===== src/design/deq_pkg.sv =====
// deq_pkg: shared types, sizes and codes for the double-ended queue unit
// no dependencies; imported by deq_ctrl, deq_datapath, double_ended_queue_unit, deq_checker and testbench

package deq_pkg;

    localparam int DEPTH      = 1024;
    localparam int DATA_WIDTH = 32;
    localparam int ADDR_W     = (DEPTH > 1) ? $clog2(DEPTH) : 1;
    localparam int CNT_W      = $clog2(DEPTH + 1);

    // fixed field widths of the request and response
    localparam int CMD_W   = 3;
    localparam int VALUE_W = 32;
    localparam int OCC_W   = 11;
    localparam int STAT_W  = 2;

    // command codes
    localparam logic [CMD_W-1:0] CMD_PUSH_BACK  = 3'd0;
    localparam logic [CMD_W-1:0] CMD_PUSH_FRONT = 3'd1;
    localparam logic [CMD_W-1:0] CMD_POP_BACK   = 3'd2;
    localparam logic [CMD_W-1:0] CMD_POP_FRONT  = 3'd3;
    localparam logic [CMD_W-1:0] CMD_CLEAR      = 3'd4;
    localparam logic [CMD_W-1:0] CMD_QUERY      = 3'd5;

    // status codes
    localparam logic [STAT_W-1:0] STAT_OK        = 2'd0;
    localparam logic [STAT_W-1:0] STAT_UNDERFLOW = 2'd1;
    localparam logic [STAT_W-1:0] STAT_OVERFLOW  = 2'd2;

    typedef logic [ADDR_W-1:0]     addr_t;
    typedef logic [CNT_W-1:0]      count_t;
    typedef logic [DATA_WIDTH-1:0] word_t;

    typedef struct packed {
        logic [CMD_W-1:0]          command;
        logic signed [VALUE_W-1:0] value;
    } req_t;

    typedef struct packed {
        logic signed [VALUE_W-1:0] front_value;
        logic signed [VALUE_W-1:0] back_value;
        logic [OCC_W-1:0]          occupancy;
        logic                      is_empty;
        logic [STAT_W-1:0]         status;
    } rsp_t;

    typedef enum logic [1:0] {
        S_IDLE,
        S_EXEC,
        S_READ,
        S_RESP
    } state_t;

    // controller to datapath strobes
    typedef struct packed {
        logic load;
        logic exec;
        logic read;
    } ctrl_t;

    function automatic addr_t ring_next(input addr_t i);
        return (i == addr_t'(DEPTH - 1)) ? '0 : addr_t'(i + addr_t'(1));
    endfunction

    function automatic addr_t ring_prev(input addr_t i);
        return (i == '0) ? addr_t'(DEPTH - 1) : addr_t'(i - addr_t'(1));
    endfunction

    // stored word to a 32-bit response field, zero extended or truncated
    function automatic logic [VALUE_W-1:0] word_to_field(input word_t w);
        logic [63:0] wide;
        wide = 64'(w);
        return wide[VALUE_W-1:0];
    endfunction

endpackage


===== src/design/deq_ctrl.sv =====
// deq_ctrl: sequencing state machine of the double-ended queue unit
// depends on deq_pkg

module deq_ctrl
    import deq_pkg::*;
(
    input  logic  clk,
    input  logic  rst_n,
    input  logic  cmd_valid,
    output logic  cmd_stall,
    output logic  rsp_valid,
    input  logic  rsp_stall,
    output ctrl_t ctrl
);

    state_t state_reg;
    state_t state_next;

    always_ff @(posedge clk or negedge rst_n)
    begin
        if (!rst_n)
        begin
            state_reg <= S_IDLE;
        end
        else
        begin
            state_reg <= state_next;
        end
    end

    always_comb
    begin
        state_next = state_reg;
        ctrl       = '0;
        cmd_stall  = 1'b1;
        rsp_valid  = 1'b0;
        case (state_reg)
            S_IDLE:
            begin
                cmd_stall = 1'b0;
                if (cmd_valid)
                begin
                    ctrl.load  = 1'b1;
                    state_next = S_EXEC;
                end
            end
            S_EXEC:
            begin
                ctrl.exec  = 1'b1;
                state_next = S_READ;
            end
            S_READ:
            begin
                ctrl.read  = 1'b1;
                state_next = S_RESP;
            end
            S_RESP:
            begin
                rsp_valid = 1'b1;
                if (!rsp_stall)
                begin
                    state_next = S_IDLE;
                end
            end
            default:
            begin
                state_next = S_IDLE;
            end
        endcase
    end

endmodule


===== config.mk =====
export PLATFORM = sky130hd
export DESIGN_NAME = deq_ctrl
export DESIGN_NICKNAME = d
export VERILOG_FILES = /design/src/design/deq_pkg.sv /design/src/design/deq_ctrl.sv
export SDC_FILE = /design/constraint.sdc
export NUM_CORES = 1
export LEC_CHECK = 0
export CAP_MARGIN = 20
export CORE_AREA = 2 2 39 41
export DETAILED_ROUTE_END_ITERATION = 10
export DIE_AREA = 0 0 41 43
export DONT_BUFFER_PORTS = 1
export PLACE_DENSITY = 0.33
export SLEW_MARGIN = 20
export SYNTH_ARGS = -nofsm -noshare
export SYNTH_HDL_FRONTEND = slang
export SYNTH_SLANG_ARGS = --single-unit

===== constraint.sdc =====
create_clock -name clk -period 1.9 [get_ports clk]
set_clock_uncertainty 0.15 [all_clocks]
set_input_delay 0.38 -clock clk [delete_from_list [all_inputs] [get_ports clk]]
set_output_delay 0.38 -clock clk [all_outputs]
set_load 0.05 [all_outputs]

==> results.yml, run 1 <==
placement:
  io_buffer_count: 0
  hpwlAfterDp_um: 261
  gp_congestion: 0.593
worst_setup_path:
  worstPathArrival_ns: 1.25
  critPathSlowestCell: "dfrtp_1"
  cp_max_fo: 4
  endpoint_kind: "output pin"
  critical-path-max-stage-delay_ns: 0.39
  crit_chain: "inv_1 -> ha_1 -> and2_2"
  worstSetupStartpointType: "flip-flop"
  required_ns: 1.37
  worstSetupPathType: "flip-flop to output pin"
drt:
  drt_pass1_iterations: 1
  num_vias: 126
  drt_iter0_markers: 0
  drc: 0
  vias_per_cell: 3.32
  wl_per_cell_um: 8.34
  drtAntennaViolNets: 0
  routed_wl_um: 317
logic_synthesis:
  syn_nets: 24
  synth_seq_area_share: 0.286
  netlist-cell-type-count: 9
  netlist_area_sq_um: 175
  synth.avg_cell_area_sq_um: 11.7
  ys_warn_count: 0
  synth_top_area_share: 0.357
  synth-seq-cells: 2
  synth.largest_area_cell: "ha_1"
  ys_top_cells_by_area: "ha_1 36%, dfrtp_1 29%, a2bb2oi_2 8.6%, mux2_4 8.6%, mux2i_1 5.7%"
  synthCells: 15
timing:
  post-route-period-util: 0.939
  layout_min_cycle_time_ns: 1.78
  slew_violations: 0
  rsz0062_at_grt: "no"
  max_slew_margin: 0.671
  setup_violations: 0
  worst_pin_slew_ns: 0.495
  tns_ns: 0
  hold_viol_final: 0
  fmaxAchievable_ghz: 0.560
global_routing:
  antenna_found_initial: 0
  grt_overflow: 0
  grt_pass1_vias: 134
  grt_usage: 0.0482
  grt_pass1_wl_um: 476
  grt_max_degree: 5
floorplan:
  num_rows: 14
  dieWidth_um: 41
  die-area_sq_mm: 0.00176
  num_io_pins: 9
  start_util: 0.127
  die_y_um: 43
  design.core.area_sq_mm: 0.00138
cells_and_area:
  nNetsFinal: 33
  drive_gt1_frac: 0.455
  largest_reg_flops: 2
  area_growth_pct: 42.9
  n_antenna_cell: 0
clocking:
  cts_max_level: 1
  path_clk_slew_ns: 0.03
  cts_resized: 0
  cts_tree: "built"
  cts_root_buf: "clkbuf_4"
  clkLatencyLatePin_ns: 0.22
  cts.path.max_buffers: 2
  clock_sinks: 2
  numCtsBuffers: 3
worst_hold_path:
  hold_class: "input pin to flip-flop"
flow_run:
  cap_violations: 0
outcome:
  status: "finished clean"
-- final timing paths --
| kind | start | endpoint | depth (start not counted) | slack [ns] |
|---|---|---|---|---|
| min reg2reg | state_reg[1] | state_reg[1] | 1 | 0.43 |
| min in group asynchronous | rst_n | state_reg[0] | 1 | 0.24 |
| max in group asynchronous | rst_n | state_reg[1] | 1 | 1.24 |
| min | rsp_stall | state_reg[0] | 2 | 0.23 |
| max | state_reg[0] | ctrl[2] | 3 | 0.12 |
| max reg2reg | state_reg[0] | state_reg[1] | 5 | 0.35 |
-- cell type report --
cell class,count,area (sq um)
Inverter,3,11.3
Multi-Input combinational cell,10,114
Timing Repair Buffer,4,32.5
Tap cell,16,20.0
Fill cell,155,1130
Sequential cell,2,50.0
Clock buffer,3,22.5
-- Yosys cell counts, drive strengths merged --
library cell  count
inv               3
mux2              1
dfrtp             2
and2              1
nor2              1
ha                5
mux2i             1
a2bb2oi           1
-- stage by stage --
stage               instance area, sq um  cells  hold WS, ns  worst slack [ns]  utilization
finish                               250     38        0.227             0.115        0.181
detailed placement                   218     34      -0.0655             0.341        0.157
global route                         250     38        0.221            0.0283        0.181
floorplan                            175     15      -0.0656             0.274            -
CTS                                  250     38        0.222            0.0952        0.181
global placement                     218     34      -0.0655             0.349        0.157
-- worst max-delay path: cells and delay by family (launching register included) --
kind | cells | cell delay [ns]
simple gates | 1 | 0.31
buf+inv | 1 | 0.13
flops | 1 | 0.39
fa+ha+maj | 1 | 0.20
-- placed cells by master (no fill, tap or decap), drive strengths merged --
| cell type | Yosys | final |
|---|---|---|
| and2 | 1 | 1 |
| dlygate4sd3 | 0 | 1 |
| a2bb2oi | 1 | 1 |
| buf | 0 | 3 |
| inv | 3 | 3 |
| mux2 | 1 | 1 |
| clkbuf | 0 | 3 |
| mux2i | 1 | 1 |
| ha | 5 | 5 |
| nor2 | 1 | 1 |
| dfrtp | 2 | 2 |
-- cells by family after synthesis --
| family | after synthesis | share of synthesized area |
|---|---|---|
| simple gates | 2 | 0.0643 |
| mux | 2 | 0.143 |
| buf+inv | 3 | 0.0643 |
| compound gates | 1 | 0.0857 |
| fa+ha+maj | 5 | 0.357 |
| flops | 2 | 0.286 |
-- timing repair --
item,in CTS,in global routing
hold buffers,1,0
buffers inserted,0,0
endpoints found under the hold margin,2,0
-- per-layer routing --
metal | vias to the layer above | wire [um] | GRT usage
li1 | 62 | - | -
met1 | 56 | 130 | 0.0354
met2 | 8 | 141 | 0.0594
met3 | 0 | 45 | 0.0314
met4 | 0 | 0 | 0.0800
met5 | - | 0 | 0
Power of run 1 is left out: the tool's default activity adds up to more than one toggle a clock period on the data nets, which glitch-free logic cannot reach.
==> run 2: changes to the inputs <==
==> constraint.sdc (replaced) <==
create_clock -name clk -period 1.9 [get_ports clk]
set_clock_uncertainty 0.15 [all_clocks]
set_input_delay 0.38 -clock clk [delete_from_list [all_inputs] [get_ports clk]]
set_output_delay 0.38 -clock clk [all_outputs]
set_load 0.02 [all_outputs]
==> run 2 against run 1 <==
Against the previous run: via count decreased by 9.5%; hold slack got worse by 0.0020 ns; maximum frequency is 5.2% higher; first-iteration DRC count up 1; sequential share of layout area rose by 2.0 points; wire length rose by 1.6%; die area is the same; cell count is 7.9% lower; utilization is 1.6 points lower; critical path type unchanged; highest routed layer unchanged.
==> results.yml, run 2 (same netlist as run 1, synthesis figures left out) <==
floorplan:
  die-area_sq_mm: 0.00176
  start_util: 0.127
  die_y_um: 43
  num_rows: 14
  dieWidth_um: 41
  design.core.area_sq_mm: 0.00138
  num_io_pins: 9
timing:
  slew_violations: 0
  worst_pin_slew_ns: 0.270
  setup_violations: 0
  fmaxAchievable_ghz: 0.589
  tns_ns: 0
  layout_setup_ws_ns: 0.203
  post-route-period-util: 0.893
  layout_min_cycle_time_ns: 1.70
  max_slew_margin: 0.820
  hold_viol_final: 0
  hold_ws_ns: 0.225
  rsz0062_at_grt: "no"
cells_and_area:
  nNetsFinal: 30
  n_antenna_cell: 0
  final_common_cell: "ha_1"
  drive_gt1_frac: 0.368
  largest_reg_flops: 2
  final_cell_mix: "5 x ha_1, 3 x clkbuf_4, 2 x inv_1, 2 x dfrtp_1"
  area_growth_pct: 30.0
worst_setup_path:
  cp_max_fo: 4
  required_ns: 1.37
  path_delay_family: "flip-flops"
  critical-path-max-stage-delay_ns: 0.38
  worstSetupStartpointType: "flip-flop"
  worstSetupPathType: "flip-flop to output pin"
  crit_chain: "inv_1 -> ha_1 -> and2_2"
  worstPathArrival_ns: 1.17
  critPathSlowestCell: "dfrtp_1"
  endpoint_kind: "output pin"
  cp_num_buf_inv: 1
drt:
  top_layer_used: "met3"
  met3_length_um: 57
  drtAntennaViolNets: 0
  wl_per_cell_um: 9.20
  routed_wl_um: 322
  drt_iter0_markers: 1
  vias_per_cell: 3.26
  num_vias: 114
  drt_pass1_iterations: 2
  drc: 0
  wl_met2_um: 145
  wl_met1_um: 119
clocking:
  cts.path.max_buffers: 2
  cts_root_buf: "clkbuf_4"
  path_clk_slew_ns: 0.03
  post_cts_buffers: 0
  numCtsBuffers: 3
  cts_tree: "built"
  cts_resized: 0
  cts_max_level: 1
  clkLatencyLatePin_ns: 0.22
  ctsHoldBuffers: 1
  clock_sinks: 2
pwr:
  finalPower_w: 0.000454
  pwr_density_cell_mw_per_mm2: 1990
  ir_worst_vdd_uv: 453
  pwr-share-clk: 0.210
  leakagePower_nw: 0.120
  switching_share: 0.455
  power.switching_w: 0.000207
  sequentialPowerShare: 0.200
  p_int_w: 0.000248
  pwr-share-comb: 0.590
global_routing:
  grt_max_degree: 5
  grt_overflow: 0
  grt_pass1_vias: 126
  grt_usage: 0.0492
  antenna_found_initial: 0
  grt_pass1_wl_um: 462
placement:
  io_buffer_count: 0
  dp_slack_ns: 0.259
  gp_congestion: 0.528
outcome:
  status: "finished clean"
worst_hold_path:
  hold_class: "input pin to flip-flop"
flow_run:
  cap_violations: 0
==> run 2: power by group through the flow <==
stage | registers [W] | clock network (W) | logic [W]
after floorplan | 0.0000844 | 0 | 0.000241
after global placement | 0.0000903 | 0 | 0.000270
after detailed placement | 0.0000921 | 0 | 0.000272
after CTS | 0.0000916 | 0.000103 | 0.000277
after global routing | 0.0000949 | 0.000106 | 0.000299
final | 0.0000908 | 0.0000953 | 0.000268
==> run 2: worst paths after layout <==
| check | from | endpoint | slack, ns | cells after the start |
|---|---|---|---|---|
| setup / recovery | state_reg[0] | ctrl[2] | 0.20 | 3 |
| max in group asynchronous | rst_n | state_reg[1] | 1.25 | 1 |
| min in group asynchronous | rst_n | state_reg[0] | 0.23 | 1 |
| hold / removal | rsp_stall | state_reg[0] | 0.22 | 2 |
| setup reg to reg | state_reg[0] | state_reg[1] | 0.28 | 5 |
| hold reg to reg | state_reg[1] | state_reg[1] | 0.44 | 1 |
==> run 2: area by class of cell <==
cell class / count / area, sq um
clock buffers: 3 / 22.5
fillers: 153 / 1160
inverters: 3 / 11.3
multi-input cells: 10 / 114
flip-flops and latches: 2 / 50.0
well taps: 16 / 20.0
repair buffers: 1 / 10.0
==> run 2: worst register-to-register path: stages (launching register included) <==
cell and delay, ns:
dfrtp_1 0.38, inv_1 0.10, ha_1 0.23, inv_2 0.12, a2bb2oi_2 0.21, mux2_4 0.32
==> run 2: metal layers <==
layer / global-route usage / up-vias
li1: - / 56
met1: 0.0387 / 50
met2: 0.0594 / 8
met3: 0.0157 / 0
met4: 0.100 / 0
met5: 0 / -
==> run 2: through the flow <==
stage / util / instance area [sq um] / cells
3_3_place_gp: 0.141 / 195 / 31
3_5_place_dp: 0.141 / 195 / 31
5_1_grt: 0.165 / 228 / 35
2_1_floorplan: - / 175 / 15
4_1_cts: 0.165 / 228 / 35
6_report: 0.165 / 228 / 35
(Power assumes the default switching activity.)
==> run 3: changes to the inputs <==
==> constraint.sdc (replaced) <==
create_clock -name clk -period 1.6 [get_ports clk]
set_clock_uncertainty 0.15 [all_clocks]
set_input_delay 0.32 -clock clk [delete_from_list [all_inputs] [get_ports clk]]
set_output_delay 0.32 -clock clk [all_outputs]
set_load 0.02 [all_outputs]
==> run 3 against run 2 <==
Against the previous run: final area up 20%; non-clock buffer count up 5; combinational power up 64%; clock power up 15%; wire length up 6.5%; critical path type unchanged; first-iteration DRC count down 100%; total power up 43%; cell count up 14%; sequential power up 12%; clock-buffer cell count unchanged; sequential share of layout area down 3.7 points.
==> results.yml, run 3 (same netlist as run 1, synthesis figures left out) <==
clocking:
  cts_tree: "built"
  cts.path.max_buffers: 2
  numCtsBuffers: 3
  cts_root_buf: "clkbuf_4"
  cts_max_level: 1
  clkLatencyLatePin_ns: 0.22
  path_clk_slew_ns: 0.03
  clock_sinks: 2
worst_setup_path:
  worstSetupPathType: "flip-flop to output pin"
  worstPathArrival_ns: 1.08
  endpoint_kind: "output pin"
  required_ns: 1.13
  cp_max_fo: 3
  worstSetupStartpointType: "flip-flop"
pwr:
  p_int_w: 0.000383
  pwr_density_cell_mw_per_mm2: 2380
  sequentialPowerShare: 0.157
  power.switching_w: 0.000269
  leakagePower_nw: 0.139
  pwr-share-clk: 0.169
  ir_worst_vdd_uv: 624
  pwr-share-comb: 0.675
  switching_share: 0.413
floorplan:
  dieWidth_um: 41
  num_rows: 14
  die-area_sq_mm: 0.00176
  start_util: 0.127
  die_y_um: 43
  design.core.area_sq_mm: 0.00138
  num_io_pins: 9
global_routing:
  grt_usage: 0.0552
  antenna_found_initial: 0
  grt_pass1_wl_um: 572
  grt_overflow: 0
  grt_pass1_vias: 144
  grt_max_degree: 4
cells_and_area:
  drive_gt1_frac: 0.667
  n_antenna_cell: 0
  final_common_cell: "buf_4"
  area_growth_pct: 56.4
  nNetsFinal: 35
  largest_reg_flops: 2
  fin_util: 0.198
  final_cell_mix: "5 x buf_4, 3 x ha_2, 3 x clkbuf_4"
timing:
  setup_violations: 0
  fmaxAchievable_ghz: 0.646
  slew_violations: 0
  tns_ns: 0
  max_slew_margin: 0.856
  worst_pin_slew_ns: 0.216
  layout_min_cycle_time_ns: 1.55
  hold_viol_final: 0
  rsz0062_at_grt: "yes"
  post-route-period-util: 0.968
drt:
  drtAntennaViolNets: 0
  drt_iter0_markers: 0
  drc: 0
  drt_pass1_iterations: 1
  num_vias: 138
  vias_per_cell: 3.45
  routed_wl_um: 343
  wl_per_cell_um: 8.58
worst_hold_path:
  hold_class: "input pin to flip-flop"
placement:
  gp_congestion: 0.568
  io_buffer_count: 0
outcome:
  status: "finished clean"
flow_run:
  cap_violations: 0
==> run 3: cell count changes in the layout (fill, tap and decap cells not counted), sizes merged <==
cell,delta
buf,+5
==> run 3: layout make-up <==
cell class,count,area (sq um)
fillers,161,1110
multi-input cells,10,123
flip-flops and latches,2,50.0
repair buffers,6,47.5
clock buffers,3,22.5
well taps,16,20.0
inverters,3,11.3
==> run 3: worst max-delay path, cell delays in order (launching register included) <==
cell and delay (ns):
dfrtp_1 0.37, inv_1 0.10, ha_2 0.20, inv_2 0.04, buf_4 0.15
==> run 3: worst paths after layout <==
path / from / endpoint / slack (ns) / cells past startpoint
max: state_reg[1] / cmd_stall / 0.05 / 4
min: rsp_stall / state_reg[0] / 0.17 / 2
max reg2reg: state_reg[1] / state_reg[1] / 0.12 / 4
min reg2reg: state_reg[1] / state_reg[1] / 0.49 / 2
max in group asynchronous: rst_n / state_reg[1] / 1.00 / 1
min in group asynchronous: rst_n / state_reg[0] / 0.18 / 1
==> run 3: power groups by stage <==
stage / logic [W] / registers [W] / clock network [W]
floorplan: 0.000286 / 0.000100 / 0
global placement: 0.000374 / 0.000107 / 0
detailed placement: 0.000379 / 0.000108 / 0
CTS: 0.000434 / 0.0000991 / 0.000119
global route: 0.000491 / 0.000106 / 0.000128
finish: 0.000440 / 0.000102 / 0.000110
==> run 3: stage by stage <==
| stage | cells | total power, W | instance area [sq um] | hold slack (ns) | worst slack, ns |
|---|---|---|---|---|---|
| detailed placement | 34 | 0.000487 | 218 | -0.126 | 0.0514 |
| finish | 40 | 0.000652 | 274 | 0.168 | 0.0511 |
| floorplan | 15 | 0.000386 | 175 | -0.126 | 0.0832 |
| global placement | 34 | 0.000481 | 218 | -0.126 | 0.0675 |
| CTS | 40 | 0.000652 | 267 | 0.164 | 0.0117 |
| global route | 40 | 0.000724 | 274 | 0.159 | -0.0116 |
==> run 3: metal layers <==
layer	GRT usage	routed length [um]
met5	0	0
met1	0.0481	135
met3	0.0314	42
met4	0.0800	0
met2	0.0688	165
==> run 3: repair_timing <==
item,4_1_cts,5_1_grt
endpoints found under the setup margin,2,4
pin swaps,0,0
hold buffers,1,0
endpoints found under the hold margin,2,0
gates resized for setup,1,4
cloned,0,0
buffers inserted,2,0
